File: config.mk
export PLATFORM = sky130hd
export DESIGN_NAME = window_hit_test_move_to_front_top_flat
export DESIGN_NICKNAME = d
export VERILOG_FILES = /design/src/sv/wht_pkg.sv /design/src/sv/wht_ifs.sv /design/src/sv/window_hit_test_move_to_front_top.sv /design/src/sv/wht_cell.sv /design/src/flat_wrapper.sv
export SDC_FILE = /design/constraint.sdc
export NUM_CORES = 2
export LEC_CHECK = 0
export ABC_AREA = 0
export CORE_ASPECT_RATIO = 0.9
export CORE_MARGIN = 10
export CORE_UTILIZATION = 50
export CTS_CLUSTER_SIZE = 25
export DETAILED_ROUTE_END_ITERATION = 12
export DONT_BUFFER_PORTS = 1
export REMOVE_ABC_BUFFERS = 1
export SYNTH_ARGS = -nofsm -noshare
export SYNTH_HDL_FRONTEND = slang
export SYNTH_SLANG_ARGS = --single-unit
export TNS_END_PERCENT = 100
File: constraint.sdc
create_clock -name clock -period 20.8 [get_ports clock]
set_input_delay 3.12 -clock clock [delete_from_list [all_inputs] [get_ports clock]]
set_output_delay 3.12 -clock clock [all_outputs]
set_load 0.005 [all_outputs]
File: src/sv/wht_pkg.sv
package wht_pkg;

   localparam int X_BITS = 12;
   localparam int Y_BITS = 11;
   localparam int ID_BITS = 4;
   localparam int WINDOWS_DEFAULT = 16;

   localparam logic CMD_LOAD = 1'b0;
   localparam logic CMD_CLICK = 1'b1;

   typedef struct packed {
      logic [X_BITS-1:0] left;
      logic [Y_BITS-1:0] bottom;
      logic [X_BITS-1:0] right;
      logic [Y_BITS-1:0] top;
   } rect_type;

   // one slot of the stacking order: the window and its rectangle travel together
   typedef struct packed {
      logic               valid;
      logic [ID_BITS-1:0] id;
      rect_type           rect;
   } entry_type;

   // operands broadcast to every cell when a transaction is taken
   typedef struct packed {
      logic               command;
      logic [ID_BITS-1:0] idx;
      logic [X_BITS-1:0]  x;
      logic [Y_BITS-1:0]  y;
   } op_type;

   typedef struct packed {
      logic advance;
      logic load;
      logic any;
   } cell_ctl_type;

endpackage

File: src/sv/wht_ifs.sv
interface wht_req_if;
   logic                       valid;
   logic                       ready;
   logic                       command;
   logic [wht_pkg::ID_BITS-1:0] window_index;
   logic [wht_pkg::X_BITS-1:0]  rect_left;
   logic [wht_pkg::Y_BITS-1:0]  rect_bottom;
   logic [wht_pkg::X_BITS-1:0]  rect_right;
   logic [wht_pkg::Y_BITS-1:0]  rect_top;
   logic [wht_pkg::X_BITS-1:0]  point_x;
   logic [wht_pkg::Y_BITS-1:0]  point_y;

   modport source (
      output valid, command, window_index, rect_left, rect_bottom, rect_right, rect_top,
             point_x, point_y,
      input  ready
   );
   modport sink (
      input  valid, command, window_index, rect_left, rect_bottom, rect_right, rect_top,
             point_x, point_y,
      output ready
   );
endinterface

interface wht_rsp_if;
   logic                       valid;
   logic                       ready;
   logic                       hit;
   logic [wht_pkg::ID_BITS-1:0] selected_window;

   modport source (output valid, hit, selected_window, input ready);
   modport sink (input valid, hit, selected_window, output ready);
endinterface

File: src/sv/window_hit_test_move_to_front_top.sv
// Window stack with hit test and raise. Each stacking slot is a cell holding a window id and
// its rectangle, slot 0 on top. A load places the window on top (a reload lifts it out of its
// old slot); a click answers with the topmost window that holds the point, edges included,
// and raises it, or a miss. Every transaction that reaches the stack is handled in order: its
// operands are compared against all cells in parallel as it is accepted, then the topmost match
// is resolved along the cell chain and the slots shift; a click also waits at that step while
// the previous result is still not taken. Loads give no result, and a load of an index not below
// WINDOWS is dropped at the accepting edge.
module window_hit_test_move_to_front_top #(
   parameter int WINDOWS = wht_pkg::WINDOWS_DEFAULT
) (
   input  logic  clock,
   input  logic  reset,
   wht_req_if.sink   req_ch,
   wht_rsp_if.source rsp_ch
);

   typedef enum logic [1:0] {
      S_IDLE = 2'b01,
      S_BUSY = 2'b10
   } state_type;

   state_type state_ff, state_in;

   logic                        accept;
   logic                        take;
   logic                        capture;
   logic                        out_free;
   logic                        advance;
   wht_pkg::op_type             op_now;
   wht_pkg::cell_ctl_type       ctl;

   logic                        cmd_ff;
   logic [wht_pkg::ID_BITS-1:0] idx_ff;
   wht_pkg::rect_type           rect_ff;

   logic                        rsp_valid_ff, rsp_valid_in;
   logic                        hit_ff;
   logic [wht_pkg::ID_BITS-1:0] sel_ff;

   logic [WINDOWS:0]            above;
   logic [WINDOWS-1:0]          pick;
   wht_pkg::entry_type          entry_q [WINDOWS];
   wht_pkg::entry_type          top_entry;
   wht_pkg::entry_type          sel_entry;
   logic [$bits(wht_pkg::entry_type)-1:0] sel_bits;

   assign req_ch.ready = (state_ff == S_IDLE);
   assign accept = req_ch.valid && req_ch.ready;
   assign take = (req_ch.command == wht_pkg::CMD_CLICK)
                 || (32'(req_ch.window_index) < WINDOWS);
   assign capture = accept && take;

   assign op_now = '{command: req_ch.command, idx: req_ch.window_index,
                     x: req_ch.point_x, y: req_ch.point_y};

   assign out_free = !rsp_valid_ff || rsp_ch.ready;
   assign advance = (state_ff == S_BUSY) && ((cmd_ff == wht_pkg::CMD_LOAD) || out_free);

   assign ctl = '{advance: advance, load: (cmd_ff == wht_pkg::CMD_LOAD), any: above[WINDOWS]};

   always_comb begin
      state_in = state_ff;
      unique case (state_ff)
         S_IDLE: if (capture) state_in = S_BUSY;
         S_BUSY: if (advance) state_in = S_IDLE;
         default: state_in = S_IDLE;
      endcase
   end

   always_comb begin
      if (advance && (cmd_ff == wht_pkg::CMD_CLICK)) begin
         rsp_valid_in = 1'b1;
      end else if (rsp_ch.ready) begin
         rsp_valid_in = 1'b0;
      end else begin
         rsp_valid_in = rsp_valid_ff;
      end
   end

   always_ff @(posedge clock) begin
      if (reset) begin
         state_ff     <= S_IDLE;
         rsp_valid_ff <= 1'b0;
      end else begin
         state_ff     <= state_in;
         rsp_valid_ff <= rsp_valid_in;
      end
   end

   always_ff @(posedge clock) begin
      if (capture) begin
         cmd_ff  <= req_ch.command;
         idx_ff  <= req_ch.window_index;
         rect_ff <= '{left: req_ch.rect_left, bottom: req_ch.rect_bottom,
                      right: req_ch.rect_right, top: req_ch.rect_top};
      end
      if (advance && (cmd_ff == wht_pkg::CMD_CLICK)) begin
         hit_ff <= above[WINDOWS];
         sel_ff <= above[WINDOWS] ? sel_entry.id : '0;
      end
   end

   // gather the topmost matching slot; at most one pick bit is set
   always_comb begin
      sel_bits = '0;
      for (int k = 0; k < WINDOWS; k++) begin
         sel_bits = sel_bits | (pick[k] ? entry_q[k] : '0);
      end
   end
   assign sel_entry = wht_pkg::entry_type'(sel_bits);

   assign top_entry = (cmd_ff == wht_pkg::CMD_LOAD)
                      ? '{valid: 1'b1, id: idx_ff, rect: rect_ff}
                      : sel_entry;

   assign above[0] = 1'b0;

   for (genvar k = 0; k < WINDOWS; k++) begin : g_cell
      wht_pkg::entry_type prev;
      if (k == 0) begin : g_head
         assign prev = top_entry;
      end else begin : g_body
         assign prev = entry_q[k-1];
      end
      wht_cell u_cell (
         .clock      (clock),
         .reset      (reset),
         .capture    (capture),
         .op         (op_now),
         .ctl        (ctl),
         .above_in   (above[k]),
         .prev_entry (prev),
         .above_out  (above[k+1]),
         .pick       (pick[k]),
         .entry      (entry_q[k])
      );
   end

   assign rsp_ch.valid = rsp_valid_ff;
   assign rsp_ch.hit = hit_ff;
   assign rsp_ch.selected_window = sel_ff;

endmodule

File: src/sv/wht_cell.sv
module wht_cell (
   input  logic                  clock,
   input  logic                  reset,
   input  logic                  capture,
   input  wht_pkg::op_type       op,
   input  wht_pkg::cell_ctl_type ctl,
   input  logic                  above_in,
   input  wht_pkg::entry_type    prev_entry,
   output logic                  above_out,
   output logic                  pick,
   output wht_pkg::entry_type    entry
);

   logic                        valid_ff, valid_in;
   logic                        match_ff, match_in;
   logic [wht_pkg::ID_BITS-1:0] id_ff;
   wht_pkg::rect_type           rect_ff;
   logic                        same_id;
   logic                        holds;
   logic                        shift;

   assign same_id = valid_ff && (id_ff == op.idx);
   assign holds = valid_ff
                  && (rect_ff.left <= op.x) && (op.x <= rect_ff.right)
                  && (rect_ff.bottom <= op.y) && (op.y <= rect_ff.top);

   always_comb begin
      if (capture) begin
         match_in = (op.command == wht_pkg::CMD_LOAD) ? same_id : holds;
      end else begin
         match_in = match_ff;
      end
   end

   // take the neighbor's slot at and above the removed position; a push moves everything
   assign shift = ctl.advance && !above_in && (ctl.load || ctl.any);
   assign valid_in = shift ? prev_entry.valid : valid_ff;

   always_ff @(posedge clock) begin
      if (reset) begin
         valid_ff <= 1'b0;
         match_ff <= 1'b0;
      end else begin
         valid_ff <= valid_in;
         match_ff <= match_in;
      end
   end

   always_ff @(posedge clock) begin
      if (shift) begin
         id_ff   <= prev_entry.id;
         rect_ff <= prev_entry.rect;
      end
   end

   assign pick = match_ff && !above_in;
   assign above_out = above_in || match_ff;
   assign entry = '{valid: valid_ff, id: id_ff, rect: rect_ff};

endmodule

File: src/flat_wrapper.sv
// flat-port wrapper written by rule: the top's interface ports become plain ports
module window_hit_test_move_to_front_top_flat 
#(
   parameter int WINDOWS = wht_pkg::WINDOWS_DEFAULT
)
  (clock, reset, req_ch_valid, req_ch_command, req_ch_window_index, req_ch_rect_left, req_ch_rect_bottom, req_ch_rect_right, req_ch_rect_top, req_ch_point_x, req_ch_point_y, req_ch_ready, rsp_ch_valid, rsp_ch_hit, rsp_ch_selected_window, rsp_ch_ready);
  wht_req_if req_ch_i ();
  wht_rsp_if rsp_ch_i ();
  input  logic clock;
  input  logic reset;
  input wire logic [$bits(req_ch_i.valid)-1:0] req_ch_valid;
  input wire logic [$bits(req_ch_i.command)-1:0] req_ch_command;
  input wire logic [$bits(req_ch_i.window_index)-1:0] req_ch_window_index;
  input wire logic [$bits(req_ch_i.rect_left)-1:0] req_ch_rect_left;
  input wire logic [$bits(req_ch_i.rect_bottom)-1:0] req_ch_rect_bottom;
  input wire logic [$bits(req_ch_i.rect_right)-1:0] req_ch_rect_right;
  input wire logic [$bits(req_ch_i.rect_top)-1:0] req_ch_rect_top;
  input wire logic [$bits(req_ch_i.point_x)-1:0] req_ch_point_x;
  input wire logic [$bits(req_ch_i.point_y)-1:0] req_ch_point_y;
  output wire logic [$bits(req_ch_i.ready)-1:0] req_ch_ready;
  output wire logic [$bits(rsp_ch_i.valid)-1:0] rsp_ch_valid;
  output wire logic [$bits(rsp_ch_i.hit)-1:0] rsp_ch_hit;
  output wire logic [$bits(rsp_ch_i.selected_window)-1:0] rsp_ch_selected_window;
  input wire logic [$bits(rsp_ch_i.ready)-1:0] rsp_ch_ready;
  assign req_ch_i.valid = req_ch_valid;
  assign req_ch_i.command = req_ch_command;
  assign req_ch_i.window_index = req_ch_window_index;
  assign req_ch_i.rect_left = req_ch_rect_left;
  assign req_ch_i.rect_bottom = req_ch_rect_bottom;
  assign req_ch_i.rect_right = req_ch_rect_right;
  assign req_ch_i.rect_top = req_ch_rect_top;
  assign req_ch_i.point_x = req_ch_point_x;
  assign req_ch_i.point_y = req_ch_point_y;
  assign req_ch_ready = req_ch_i.ready;
  assign rsp_ch_valid = rsp_ch_i.valid;
  assign rsp_ch_hit = rsp_ch_i.hit;
  assign rsp_ch_selected_window = rsp_ch_i.selected_window;
  assign rsp_ch_i.ready = rsp_ch_ready;
  window_hit_test_move_to_front_top #(.WINDOWS(WINDOWS)) u_core (.clock(clock), .reset(reset), .req_ch(req_ch_i), .rsp_ch(rsp_ch_i));
endmodule
==> key figures <==
Global route
  – Number of global-route vias before repair: roughly 37000
  – First-pass GRT wire length: approximately 240 mm
  – GR Overflow Total: 0
  – Initial antenna violation count: 3
  – GR Util All Layers: 0.281
  – Pin count of the biggest net entering global routing: 60

Synthesis
  – Mapped Area: about 51000 µm²
  – Distinct cell type count after synthesis: 68
  – Dominant cells by area after synthesis: edfxtp_1 50%, ha_1 18%, inv_1 3.0%
  – Syn Inst Count: between 4000 and 5000
  – Post-synth top cells: 856 x edfxtp_1, 736 x ha_1, 414 x inv_1
  – Average cell area after synthesis: 11.8 µm²
  – Yosys Warn Count: 0
  – Most frequent cell after synthesis: edfxtp_1
  – Number of synthesized flops with an enable pin: 856
  – Sequential-to-total area share from yosys stat: 0.517
  – Async SR Flop Fraction: 0
  – Main synth FF type: edfxtp_1
  – Yosys top cell area share: 0.503
  – Synthesized flop and latch total: ~890
  – Synth area leader: edfxtp_1

Floorplan
  – DIE AREA: around 120000 µm²
  – # IOs: 85
  – CORE AREA: 102000 µm²
  – Rows: 111
  – Die Wd: 357 µm
  – Die Y: ~320 µm
  – Initial core utilization: 0.503

STA
  – WHS: between 0.4 and 0.5 ns
  – Final setup margin: about 15 ns
  – Final setup viols: 0
  – Skew final: 0.0251 ns
  – RSZ-0062 raised after global routing: no
  – Max Clk Rate: between 0.15 and 0.2 GHz
  – Post-route clock period utilization: 0.256
  – Slew headroom: 0.220
  – Fin. Hold Viols: 0
  – Final min period: ~5.3 ns
  – Final Max Slew Viols: 0
  – Worst-Margin Slew: roughly 1.2 ns
  – Setup TNS: 0 ns

Clock network
  – H-Tree Depth: 3
  – Max Buffers Root-to-Sink: 3
  – CTS tree: yes
  – CTS root buffer: clkbuf_16
  – TritonCTS Buffers: approximately 100
  – Clk sinks: slightly below 900
  – Post-CTS setup buffers: 0
  – CTS Hold Buffers Added: 0
  – Worst skew pair latency: ~0.7 ns
  – Post-CTS sizing: 0
  – Worst-path clk slew: ~0.06 ns

Final layout
  – Fin util: 0.553
  – Nets@finish: ~5200
  – Layout cells sized above 1: 0.0612
  – Layout fillers: just under 9000
  – Area of the multi-input gates: 22800 µm²
  – Register area: ~26000 µm²
  – Growth of design area from synthesis to finish: 10.0%

Outcome
  – Status: completed

Detailed routing
  – Routed vias/inst: roughly 6.5
  – 1st-iter DRT viols: ~4600
  – DRC violations left: 0
  – DR WL/cell: 28.5 µm
  – Drt first pass iters: 7
  – Detailed Route WL: approximately 170 mm
  – Detailed-route via count: around 37000
  – Post-route ant nets: 0

Power and ir drop
  – Tot Pwr: 4.04 mW
  – Leak Pwr: between 20 and 25 nW
  – VDD IR-drop max: slightly below 0.06 mV
  – Power density cells: slightly above 70 nW/µm²

Critical path
  – Startpoint Class: input port
  – WP data required: approximately 21 ns
  – Crit-path max FO: 40
  – CP endpoint kind: flip-flop
  – CP arrival: 5.93 ns
  – WS Path Type: input port to flip-flop

Placed design
  – GPL Wtd Cong: 0.900
  – PortBufs: 0
  – HPWL after DPL: roughly 120 mm
  – Worst slack, placed: around 15 ns

Min path
  – Hold crit path type: flip-flop to flip-flop

Job
  – Max Cap Violations: 0
==> per-stage QoR <==
| step | std cells | cell area, µm² |
|---|---|---|
| 6_report | 5789 | 56200 |
| 5_1_grt | 5787 | 56200 |
| 4_1_cts | 5787 | 56200 |
| 3_5_place_dp | 5605 | 53100 |
| 3_3_place_gp | 5604 | 53100 |
| 2_1_floorplan | 4177 | 50500 |
==> final cells by class <==
cell class | instances | area share
inverters | 414 | 0.0277
repair buffers | 72 | 0.00965
well taps | 1356 | 0.0302
clock buffers | 133 | 0.0479
multi-input cells | 2872 | 0.406
flip-flops and latches | 891 | 0.470
diodes | 2 | 0.0000890
clock inverters | 49 | 0.00850
==> routing by layer <==
metal | wire, µm | GRT usage | up-vias
li1 | - | - | 17000
met4 | 3940 | 0.0703 | 4
met3 | 16400 | 0.0730 | 230
met5 | 26 | 0 | -
met1 | 69900 | 0.383 | 18700
met2 | 74800 | 0.444 | 1602
==> cell usage in the layout, fill, tap and decap left out, types with 15 or more instances in the layout <==
master	n
dfxtp_1	30
o21a_1	52
clkinv_2	21
nor2_1	143
nand4_1	160
nor3_1	36
a221oi_1	119
ha_1	736
clkbuf_16	100
a2111oi_0	29
a21o_1	82
nand2b_1	16
nor2b_1	63
nand2_1	249
a22oi_1	123
xor2_1	31
o21ai_0	154
o31ai_1	17
inv_1	413
nand3_1	168
a21oi_1	231
buf_4	71
a31oi_1	16
xnor2_1	33
clkbuf_1	26
and3_1	20
o22a_1	46
a211oi_1	41
a222oi_1	51
edfxtp_1	856
mux2i_1	15
o211ai_1	52
==> registers in the layout (all words and copies together) (netlist names) <==
register / cells
u_core.state_ff: 2
u_core.rsp_ch.valid: 1
u_core.rsp_ch.hit: 1
u_core.g_cell.u_cell.valid_ff: 16
u_core.cmd_ff: 1
u_core.rect_ff: 46
u_core.idx_ff: 4
u_core.g_cell.u_cell.match_ff: 16
u_core.g_cell.u_cell.id_ff: 64
u_core.g_cell.u_cell.entry: 736
u_core.rsp_ch.selected_window: 4
==> final timing paths <==
check | from | to | slack, ns | cells past startpoint
setup / recovery | req_ch_valid | u_core.g_cell[4].u_cell.match_ff | 15.47 | 8
hold / removal | u_core.g_cell[8].u_cell.entry[12] | u_core.g_cell[9].u_cell.entry[12] | 0.44 | 0
setup reg to reg | u_core.g_cell[0].u_cell.match_ff | u_core.g_cell[0].u_cell.valid_ff | 16.29 | 8
hold reg to reg | u_core.g_cell[8].u_cell.entry[12] | u_core.g_cell[9].u_cell.entry[12] | 0.44 | 0
==> logic make-up after synthesis <==
logic type	count (synthesis)	synth area share
compound gates	1120	0.156
xor+xnor	64	0.0110
fa+ha+maj	736	0.180
buf+inv	565	0.0417
flops	891	0.517
mux	16	0.00316
simple gates	936	0.0918
==> worst max-delay path, cell delays in order <==
cell      delay [ns]
nand2_1         0.03
buf_4           0.26
inv_4           0.63
buf_4           0.63
nand4b_1        0.15
nor4_1          0.79
a21oi_1         0.11
o32ai_1         0.16
==> report_power, final <==
group	total [mW]	internal [mW]	switching [mW]
combinational	0.284	0.106	0.178
sequential	1.99	1.97	0.0158
clock	1.77	1.01	0.759
Power figures use the tool's default switching activity.
